`src/rtl/dptd_pkg.sv`:
```
// shared constants, types and codes of the drum pad trigger detector
`default_nettype none

package dptd_pkg;

    // sizes
    localparam int NUM_PADS       = 8;
    localparam int PAD_BITS       = 3;
    localparam int SAMPLE_BITS    = 12;
    localparam int THR_BITS       = 12;
    localparam int NOTE_BITS      = 7;
    localparam int VEL_BITS       = 7;
    localparam int TIME_BITS      = 16;
    localparam int SETUP_BITS     = 19;
    localparam int CFG_INDEX_BITS = 4;
    localparam int ATTACK_MS      = 5;

    // setup register layout and reset value (threshold 256, note 36)
    localparam int NOTE_LSB = 12;
    localparam logic [SETUP_BITS-1:0] SETUP_RESET = 19'h24100;

    // velocity rules
    localparam logic [SAMPLE_BITS-1:0] VEL_CLIP_LEVEL = 12'd2047;
    localparam logic [VEL_BITS-1:0]    VEL_MAX        = 7'd127;
    localparam int                     VEL_SHIFT      = 4;

    // operation codes
    localparam logic OP_SAMPLE = 1'b0;
    localparam logic OP_TICK   = 1'b1;

    typedef enum logic [1:0] {
        PH_IDLE    = 2'd0,
        PH_ATTACK  = 2'd1,
        PH_SUSTAIN = 2'd2,
        PH_RELEASE = 2'd3
    } phase_t;

    typedef struct packed {
        logic                   operation;
        logic [PAD_BITS-1:0]    pad_index;
        logic [SAMPLE_BITS-1:0] sample_value;
    } item_t;

    typedef struct packed {
        logic [PAD_BITS-1:0]  pad_number;
        logic [NOTE_BITS-1:0] note_number;
        logic [VEL_BITS-1:0]  strike_velocity;
        logic                 is_note_on;
    } event_t;

endpackage

`default_nettype wire

```
`src/rtl/dptd_in_stage.sv`:
```
// input register stage holding one word ahead of the pad engine
`default_nettype none

module dptd_in_stage
    import dptd_pkg::*;
(
    input  wire logic  clk,
    input  wire logic  rst_n,
    input  wire logic  in_valid,
    output logic       in_ready,
    input  wire item_t in_item,
    input  wire logic  take,
    output logic       item_valid,
    output item_t      item
);

    logic  valid_reg;
    logic  valid_next;
    item_t item_reg;

    // room when empty or when the held word leaves this cycle
    assign in_ready = !valid_reg || take;

    always_comb
    begin
        valid_next = valid_reg;
        if (in_valid && in_ready)
        begin
            valid_next = 1'b1;
        end
        else if (take)
        begin
            valid_next = 1'b0;
        end
    end

    always_ff @(posedge clk or negedge rst_n)
    begin
        if (!rst_n)
        begin
            valid_reg <= 1'b0;
        end
        else
        begin
            valid_reg <= valid_next;
        end
    end

    // payload capture
    always_ff @(posedge clk)
    begin
        if (in_valid && in_ready)
        begin
            item_reg <= in_item;
        end
    end

    assign item_valid = valid_reg;
    assign item       = item_reg;

endmodule

`default_nettype wire

```
`src/rtl/dptd_pad_engine.sv`:
```
// per-pad phase machines, setup registers and millisecond counter
`default_nettype none

module dptd_pad_engine
    import dptd_pkg::*;
(
    input  wire logic                      clk,
    input  wire logic                      rst_n,
    input  wire logic                      cfg_write,
    input  wire logic [CFG_INDEX_BITS-1:0] cfg_index,
    input  wire logic [SETUP_BITS-1:0]     cfg_data,
    input  wire logic                      fire,
    input  wire item_t                     item,
    output logic                           evt_valid,
    output event_t                         evt
);

    logic [SETUP_BITS-1:0]  setup_reg [NUM_PADS];
    phase_t                 phase_reg [NUM_PADS];
    logic [SAMPLE_BITS-1:0] peak_reg  [NUM_PADS];
    logic [TIME_BITS-1:0]   start_reg [NUM_PADS];
    logic [TIME_BITS-1:0]   time_reg;

    logic                   pad_ok;
    logic [THR_BITS-1:0]    thr;
    phase_t                 phase_cur;
    phase_t                 phase_next;
    logic [SAMPLE_BITS-1:0] peak_cur;
    logic [SAMPLE_BITS-1:0] peak_next;
    logic [TIME_BITS-1:0]   start_next;
    logic [TIME_BITS-1:0]   elapsed;
    logic [SAMPLE_BITS+2:0] sample_x5;
    logic [SAMPLE_BITS+2:0] thr_x4;
    logic [VEL_BITS-1:0]    vel;
    logic                   state_we;

    // read the addressed pad
    assign pad_ok    = (32'(item.pad_index) < NUM_PADS);
    assign thr       = setup_reg[item.pad_index][THR_BITS-1:0];
    assign phase_cur = phase_reg[item.pad_index];
    assign peak_cur  = peak_reg[item.pad_index];
    assign elapsed   = time_reg - start_reg[item.pad_index];

    // exact form of sample < 0.8 * threshold
    assign sample_x5 = {item.sample_value, 2'b00} + (SAMPLE_BITS+3)'(item.sample_value);
    assign thr_x4    = (SAMPLE_BITS+3)'({thr, 2'b00});

    // next phase and per-pad data
    always_comb
    begin
        phase_next = phase_cur;
        peak_next  = peak_cur;
        start_next = start_reg[item.pad_index];
        case (phase_cur)
            PH_IDLE:
            begin
                if (item.sample_value > thr)
                begin
                    phase_next = PH_ATTACK;
                    peak_next  = item.sample_value;
                    start_next = time_reg;
                end
            end
            PH_ATTACK:
            begin
                if (item.sample_value > peak_cur)
                begin
                    peak_next = item.sample_value;
                end
                if (elapsed >= TIME_BITS'(ATTACK_MS))
                begin
                    phase_next = PH_SUSTAIN;
                end
            end
            PH_SUSTAIN:
            begin
                if (sample_x5 < thr_x4)
                begin
                    phase_next = PH_RELEASE;
                    start_next = time_reg;
                end
            end
            PH_RELEASE:
            begin
                phase_next = PH_IDLE;
            end
            default:
            begin
                phase_next = PH_IDLE;
            end
        endcase
    end

    // velocity from the updated peak
    assign vel = (peak_next > VEL_CLIP_LEVEL) ? VEL_MAX : VEL_BITS'(peak_next >> VEL_SHIFT);

    // event output
    always_comb
    begin
        evt.pad_number      = item.pad_index;
        evt.note_number     = setup_reg[item.pad_index][NOTE_LSB +: NOTE_BITS];
        evt.strike_velocity = '0;
        evt.is_note_on      = 1'b0;
        evt_valid           = 1'b0;
        if (item.operation == OP_SAMPLE && pad_ok)
        begin
            if (phase_cur == PH_ATTACK && phase_next == PH_SUSTAIN)
            begin
                evt_valid           = 1'b1;
                evt.is_note_on      = 1'b1;
                evt.strike_velocity = vel;
            end
            else if (phase_cur == PH_RELEASE)
            begin
                evt_valid = 1'b1;
            end
        end
    end

    assign state_we = fire && item.operation == OP_SAMPLE && pad_ok;

    // pad state update
    always_ff @(posedge clk or negedge rst_n)
    begin
        if (!rst_n)
        begin
            for (int i = 0; i < NUM_PADS; i++)
            begin
                phase_reg[i] <= PH_IDLE;
                peak_reg[i]  <= '0;
                start_reg[i] <= '0;
            end
        end
        else if (state_we)
        begin
            phase_reg[item.pad_index] <= phase_next;
            peak_reg[item.pad_index]  <= peak_next;
            start_reg[item.pad_index] <= start_next;
        end
    end

    // millisecond counter
    always_ff @(posedge clk or negedge rst_n)
    begin
        if (!rst_n)
        begin
            time_reg <= '0;
        end
        else if (fire && item.operation == OP_TICK)
        begin
            time_reg <= time_reg + 1'b1;
        end
    end

    // setup registers, out-of-range indexes dropped
    always_ff @(posedge clk or negedge rst_n)
    begin
        if (!rst_n)
        begin
            for (int i = 0; i < NUM_PADS; i++)
            begin
                setup_reg[i] <= SETUP_RESET;
            end
        end
        else if (cfg_write && 32'(cfg_index) < NUM_PADS)
        begin
            setup_reg[cfg_index[PAD_BITS-1:0]] <= cfg_data;
        end
    end

endmodule

`default_nettype wire

```
`src/rtl/drum_pad_trigger_detector_core.sv`:
```
// top level of the eight-pad drum trigger detector
//
// Input channel (in_valid/in_ready) carries one word per item: a converter
// sample for one pad (operation = sample) or a one millisecond tick.
// Output channel (out_valid/out_ready) carries note-on and note-off events;
// an item makes zero or one event.
// Configuration: cfg_write with cfg_index and cfg_data writes one pad setup
// register (threshold in bits 11:0, note in bits 18:12) in the same cycle;
// indexes 8 and up are dropped. Write only while the block is idle.
// Path: an accepted word is registered in the input stage, processed by the pad
// engine once the output register can take its event, and its event is loaded
// into the output register, whose valid bit drives out_valid.
// Throughput: one word per cycle unless the output stalls, any pad order;
// per-pad state is read and rewritten per word, so a pad may repeat back to back.
// Stall: when out_ready is low with an event waiting, the held input word
// and then in_ready stall; an input word is still taken while the output
// register holds an event, as long as the input register is free.
// Reset: all pads idle, time counter zero, setups at threshold 256, note 36.
`default_nettype none

module drum_pad_trigger_detector_core
    import dptd_pkg::*;
(
    input  wire logic                      clk,
    input  wire logic                      rst_n,
    input  wire logic                      in_valid,
    output logic                           in_ready,
    input  wire logic                      operation,
    input  wire logic [PAD_BITS-1:0]       pad_index,
    input  wire logic [SAMPLE_BITS-1:0]    sample_value,
    output logic                           out_valid,
    input  wire logic                      out_ready,
    output logic [PAD_BITS-1:0]            pad_number,
    output logic [NOTE_BITS-1:0]           note_number,
    output logic [VEL_BITS-1:0]            strike_velocity,
    output logic                           is_note_on,
    input  wire logic                      cfg_write,
    input  wire logic [CFG_INDEX_BITS-1:0] cfg_index,
    input  wire logic [SETUP_BITS-1:0]     cfg_data
);

    item_t  in_item;
    item_t  item;
    logic   item_valid;
    logic   fire;
    logic   evt_valid;
    event_t evt;
    logic   out_valid_reg;
    logic   out_valid_next;
    event_t out_reg;

    assign in_item.operation    = operation;
    assign in_item.pad_index    = pad_index;
    assign in_item.sample_value = sample_value;

    // process the held word when the output register can take its event
    assign fire = item_valid && (!out_valid_reg || out_ready);

    dptd_in_stage u_in_stage (
        .clk        (clk),
        .rst_n      (rst_n),
        .in_valid   (in_valid),
        .in_ready   (in_ready),
        .in_item    (in_item),
        .take       (fire),
        .item_valid (item_valid),
        .item       (item)
    );

    dptd_pad_engine u_pad_engine (
        .clk       (clk),
        .rst_n     (rst_n),
        .cfg_write (cfg_write),
        .cfg_index (cfg_index),
        .cfg_data  (cfg_data),
        .fire      (fire),
        .item      (item),
        .evt_valid (evt_valid),
        .evt       (evt)
    );

    // output register valid
    always_comb
    begin
        out_valid_next = out_valid_reg;
        if (fire)
        begin
            out_valid_next = evt_valid;
        end
        else if (out_ready)
        begin
            out_valid_next = 1'b0;
        end
    end

    always_ff @(posedge clk or negedge rst_n)
    begin
        if (!rst_n)
        begin
            out_valid_reg <= 1'b0;
        end
        else
        begin
            out_valid_reg <= out_valid_next;
        end
    end

    // output register payload
    always_ff @(posedge clk)
    begin
        if (fire && evt_valid)
        begin
            out_reg <= evt;
        end
    end

    assign out_valid       = out_valid_reg;
    assign pad_number      = out_reg.pad_number;
    assign note_number     = out_reg.note_number;
    assign strike_velocity = out_reg.strike_velocity;
    assign is_note_on      = out_reg.is_note_on;

    // note-off words never carry a velocity
    a_off_zero_vel : assert property (@(posedge clk) disable iff (!rst_n)
        out_valid && !is_note_on |-> strike_velocity == '0)
        else $error("note-off word with nonzero velocity");

    // input side only stalls behind a blocked output register
    a_stall_cause : assert property (@(posedge clk) disable iff (!rst_n)
        !in_ready |-> item_valid && out_valid_reg && !out_ready)
        else $error("input stalled without an output stall");

    // a processed tick leaves no event behind
    a_tick_silent : assert property (@(posedge clk) disable iff (!rst_n)
        fire && item.operation == OP_TICK |=> !out_valid)
        else $error("tick produced an event");

endmodule

`default_nettype wire

```
`config.mk`:
```
export PLATFORM = sky130hd
export DESIGN_NAME = drum_pad_trigger_detector_core
export DESIGN_NICKNAME = d
export VERILOG_FILES = /design/src/rtl/dptd_pkg.sv /design/src/rtl/dptd_in_stage.sv /design/src/rtl/dptd_pad_engine.sv /design/src/rtl/drum_pad_trigger_detector_core.sv
export SDC_FILE = /design/constraint.sdc
export NUM_CORES = 1
export LEC_CHECK = 0
export ABC_AREA = 1
export BUFFER_PORTS_ARGS = -buffer_cell sky130_fd_sc_hd__buf_2
export CAP_MARGIN = 20
export CORE_UTILIZATION = 25
export CTS_CLUSTER_DIAMETER = 50
export CTS_CLUSTER_SIZE = 30
export DETAILED_ROUTE_END_ITERATION = 8
export PLACE_DENSITY_LB_ADDON = 0.25
export SYNTH_ARGS = -nofsm -noshare
export SYNTH_HDL_FRONTEND = slang
export SYNTH_SLANG_ARGS = --single-unit
export TNS_END_PERCENT = 5
```
`constraint.sdc`:
```
create_clock -name clk -period 5.7 [get_ports clk]
set_input_delay 0.285 -clock clk [delete_from_list [all_inputs] [get_ports clk]]
set_output_delay 0.285 -clock clk [all_outputs]
set_load 0.01 [all_outputs]
```
==> results.md <==
* Post-synthesis register bit count at 444
* Slew headroom at 0.3663
* All-Layer GR Usage at 0.1658
* Final wirelength at around 73 mm
* Vert. Die Dim at a little under 300 microns
* Worst Hold Class: in -> reg
* Yosys top cell area share at 0.4401
* Max FFs per register at about 150
* Grt total ovfl at 0
* Final worst-path cycle share at 0.8803
* Internal at approximately 0.0081 W
* Setup_tns at 0 ps
* Fmax at approximately 0.2 GHz
* Port Buffer Count at 63
* DIE AREA at 0.08898 sq mm
* CP required at around 6000 ps
* Worst Hold End: out_valid
* Share of flip-flops with an asynchronous set or reset at 0.9234
* Antenna cell count at 0
* Root Driver: clkbuf_16
* Post-Syn Instances at about 2700
* Area contributors post-synth: dfrtp_1, nand2_1, o21ai_0
* Initial core utilization at 0.2526
* Initial antenna violation count at 1
* Psw at slightly below 0.005 W
* CTS Buffer Depth at 3
* Clock Pin Slew Worst Setup and Hold Paths at roughly 60 ps
* Synth-to-Final Area Change at 20.46%
* WS Path Type: reg -> reg
* Number of flops mapped to enable cells by yosys at 34
* CP Launch Type: register
* Cell mode on critical path: nand2_1
* Status: finished clean
* Initial DRC Count at roughly 1700
* Hold_sp: out_ready
* Largest net degree at the start of global routing at about 140
* Drt first pass iters at 5
* Final hold vios at 0
* Yosys warnings at 0
* Combinational fraction of design power at 0.285
* Row cnt at between 100 and 150
* Clk sink count at 444
* RSZ-0062 raised after global routing: false
* Die W at between 200 and 300 microns
* Via count at roughly 19000
* Vias in the first global route at 18198
* Final setup violation count at 0
* CTS buffer count at 68
* Post-synthesis sequential area ratio at 0.5153
* Worst path cell trace: inv_2 -> nand3_2 -> inv_2 -> buf_4 -> nand2_1 -> o211ai_1 -> a221oi_1 -> o2111ai_1 -> inv_1 -> ha_1 -> nand4_1 -> nor3_1 -> nand2_1 -> nand2_1 -> inv_1 -> nand2_2 -> nand2_2 -> o21ai_2 -> a21oi_1
* Skew final at about 38 ps
* R2r startpoint: u_in_stage.item[13]
* Final Max Tran Viols at 0
* Slew @ Worst Pin at between 900 and 1000 ps
* CP max FO at 25
* Peak supply drop at 0.0002422 V
* Hold depth at 4
* R2r endpoint: strike_velocity[5]
* Placer congestion estimate at between 0.7 and 0.8
* Leakage at roughly 13 nW
* Critical-path top delay cell: edfxtp_1
* Worst path arrival time at approximately 5300 ps
* Reg power frac at 0.374
* Post-detail-place hpwl at approximately 45 mm
* Sw Ratio at 0.3735
* CTS tree: done
* Max Cap Violations at 0
* Placeable Area at roughly 0.087 sq mm
* R2R Setup Slk at between 600 and 700 ps
* Post-DRT Antenna Nets at 0
* Layout net count at around 2900
* Yosys top cell by area: dfrtp_1
* Syn nets at about 2800
* Wire per inst at about 19 microns
* Period minus WS final at roughly 5000 ps
* IO Pins at between 60 and 70
* Layout cell share with drive strength beyond 1 at 0.1157
* Worst path max stage delay at around 590 ps
* Via density at around 4.7
* Mean post-synth cell area at slightly above 8 sq um
* Htree depth at 3
* Worst Reg-to-Reg Cells at 19
* Clk pwr share at 0.341
* Hold_ws at a little under 100 ps
* Number of remaining DRC errors at 0
* Power Dens Cells at between 400 and 500 mW/mm^2
* Later-pin clock latency in the skew report at roughly 600 ps
* Top FF cell, synth: dfrtp_1
* Netlist cell types at 52
* Synth Cell Area at around 0.022 sq mm
* First-pass GRT wire length at 113.9 mm
* Critical Path Sink Type: register
==> what timing repair did <==
item	4_1_cts	5_1_grt
setup buffers	0	0
gates resized for setup	0	0
hold endpoints to repair	109	0
hold buffers	38	0
==> layout by cell type, fill, tap and decap left out, types with 5 or more instances in the layout <==
master,count
a21oi_1,58
a221oi_1,40
a22o_1,7
a22oi_1,39
and3_1,6
buf_2,62
buf_4,40
bufinv_16,6
clkbuf_16,70
clkinv_2,5
clkinv_4,10
clkinv_8,5
dfrtp_1,386
dfstp_2,24
dlygate4sd3_1,38
edfxtp_1,34
ha_1,61
inv_1,218
inv_2,11
inv_6,10
nand2_1,1011
nand2_2,6
nand2_4,10
nand3_1,140
nand3_2,12
nand4_1,44
nor2_1,65
nor2_2,8
nor3_1,5
o21ai_0,221
o21ai_1,37
o21ai_2,10
o2bb2ai_1,12
xnor2_1,6
xor2_1,19
==> cell usage after synthesis, types with 6 or more instances <==
cell type  instances
nand2_4           10
buf_1             10
a221oi_1          40
a22o_1             7
xnor2_1            6
edfxtp_1          34
a22oi_1           39
nand3_1          140
nand2_2            6
xor2_1            19
buf_2              7
o2bb2ai_1         12
and3_1             6
inv_1            220
nand4_1           44
o21ai_1           37
nand3_2           12
nor2_1            73
nor3_1             7
a21oi_1           58
dfstp_2           24
dfrtp_1          386
o21ai_2           10
clkbuf_1          97
ha_1              61
inv_2             11
o21ai_0          221
nand2_1         1011
==> metal layers <==
| metal | wire length (microns) | global-route usage | part of all wire | vias to the layer above |
|---|---|---|---|---|
| li1 | - | - | - | 8918 |
| met1 | 34310 | 0.2331 | 0.47 | 9020 |
| met2 | 33800 | 0.2651 | 0.46 | 498 |
| met3 | 3563 | 0.02195 | 0.048 | 117 |
| met4 | 1802 | 0.04774 | 0.025 | 0 |
| met5 | 0 | 0 | 0 | - |
==> power by group through the flow <==
stage	clock network, W	registers [W]	logic (W)
floorplan	0	0.00468	0.00268
global placement	0	0.00488	0.00365
detailed placement	0	0.00486	0.00368
CTS	0.00450	0.00483	0.00371
global route	0.00462	0.00495	0.00424
finish	0.00441	0.00484	0.00369
==> worst max-delay path: cells and delay by family (launching register included) <==
| family | cells | cell delay (ps) |
|---|---|---|
| AOI/OAI and AO/OA | 5 | 940 |
| adders and majority gates | 1 | 290 |
| buffers and inverters | 5 | 1530 |
| DFF | 1 | 590 |
| and+or+nand+nor | 8 | 1370 |
==> cell type report <==
cell class | count | area (sq um)
clock inverters | 47 | 606.8
flip-flops and latches | 444 | 11310
clock buffers | 78 | 1822
inverters | 234 | 883.3
repair buffers | 145 | 1094
multi-input cells | 1860 | 9278
well taps | 1155 | 1445
fillers | 9191 | 60450
==> cell families (layout without fill, tap and decap cells) <==
family,count (synthesis),in the layout,share of synthesized area
AO/OA/AOI/OAI,447,447,0.1211
XOR/XNOR,25,25,0.009976
adder cells (fa/ha/maj),63,63,0.03660
buffers and inverters,356,504,0.06356
flip-flops,444,444,0.5153
AND/OR/NAND/NOR,1325,1325,0.2534
==> stage by stage <==
| step | utilization | power (W) | setup WS [ps] | area (sq um) | std cells |
|---|---|---|---|---|---|
| 3_5_place_dp | 0.2716 | 0.008538 | 689.5 | 23600 | 3799 |
| 6_report | 0.3043 | 0.01295 | 682.6 | 26440 | 3963 |
| 5_1_grt | 0.3043 | 0.01382 | 309.6 | 26440 | 3963 |
| 2_1_floorplan | - | 0.007361 | 2016 | 21950 | 2660 |
| 4_1_cts | 0.3040 | 0.01304 | 651.5 | 26410 | 3962 |
| 3_3_place_gp | 0.2716 | 0.008529 | 787.1 | 23600 | 3799 |
==> worst max-delay path by stage <==
stage          depth (start not counted)                    endpoint  slack, ps                 from
3_5_place_dp                          22              note_number[6]        690  u_in_stage.item[13]
6_report                              19          strike_velocity[5]        680  u_in_stage.item[13]
5_1_grt                               19          strike_velocity[2]        310  u_in_stage.item[13]
2_1_floorplan                         24          strike_velocity[2]       2020  u_in_stage.item[14]
4_1_cts                               22               pad_number[1]        650  u_in_stage.item[13]
3_3_place_gp                          21  u_pad_engine.start_reg[57]        790  u_in_stage.item[13]
Note: power is estimated with default switching activity, not from simulation.
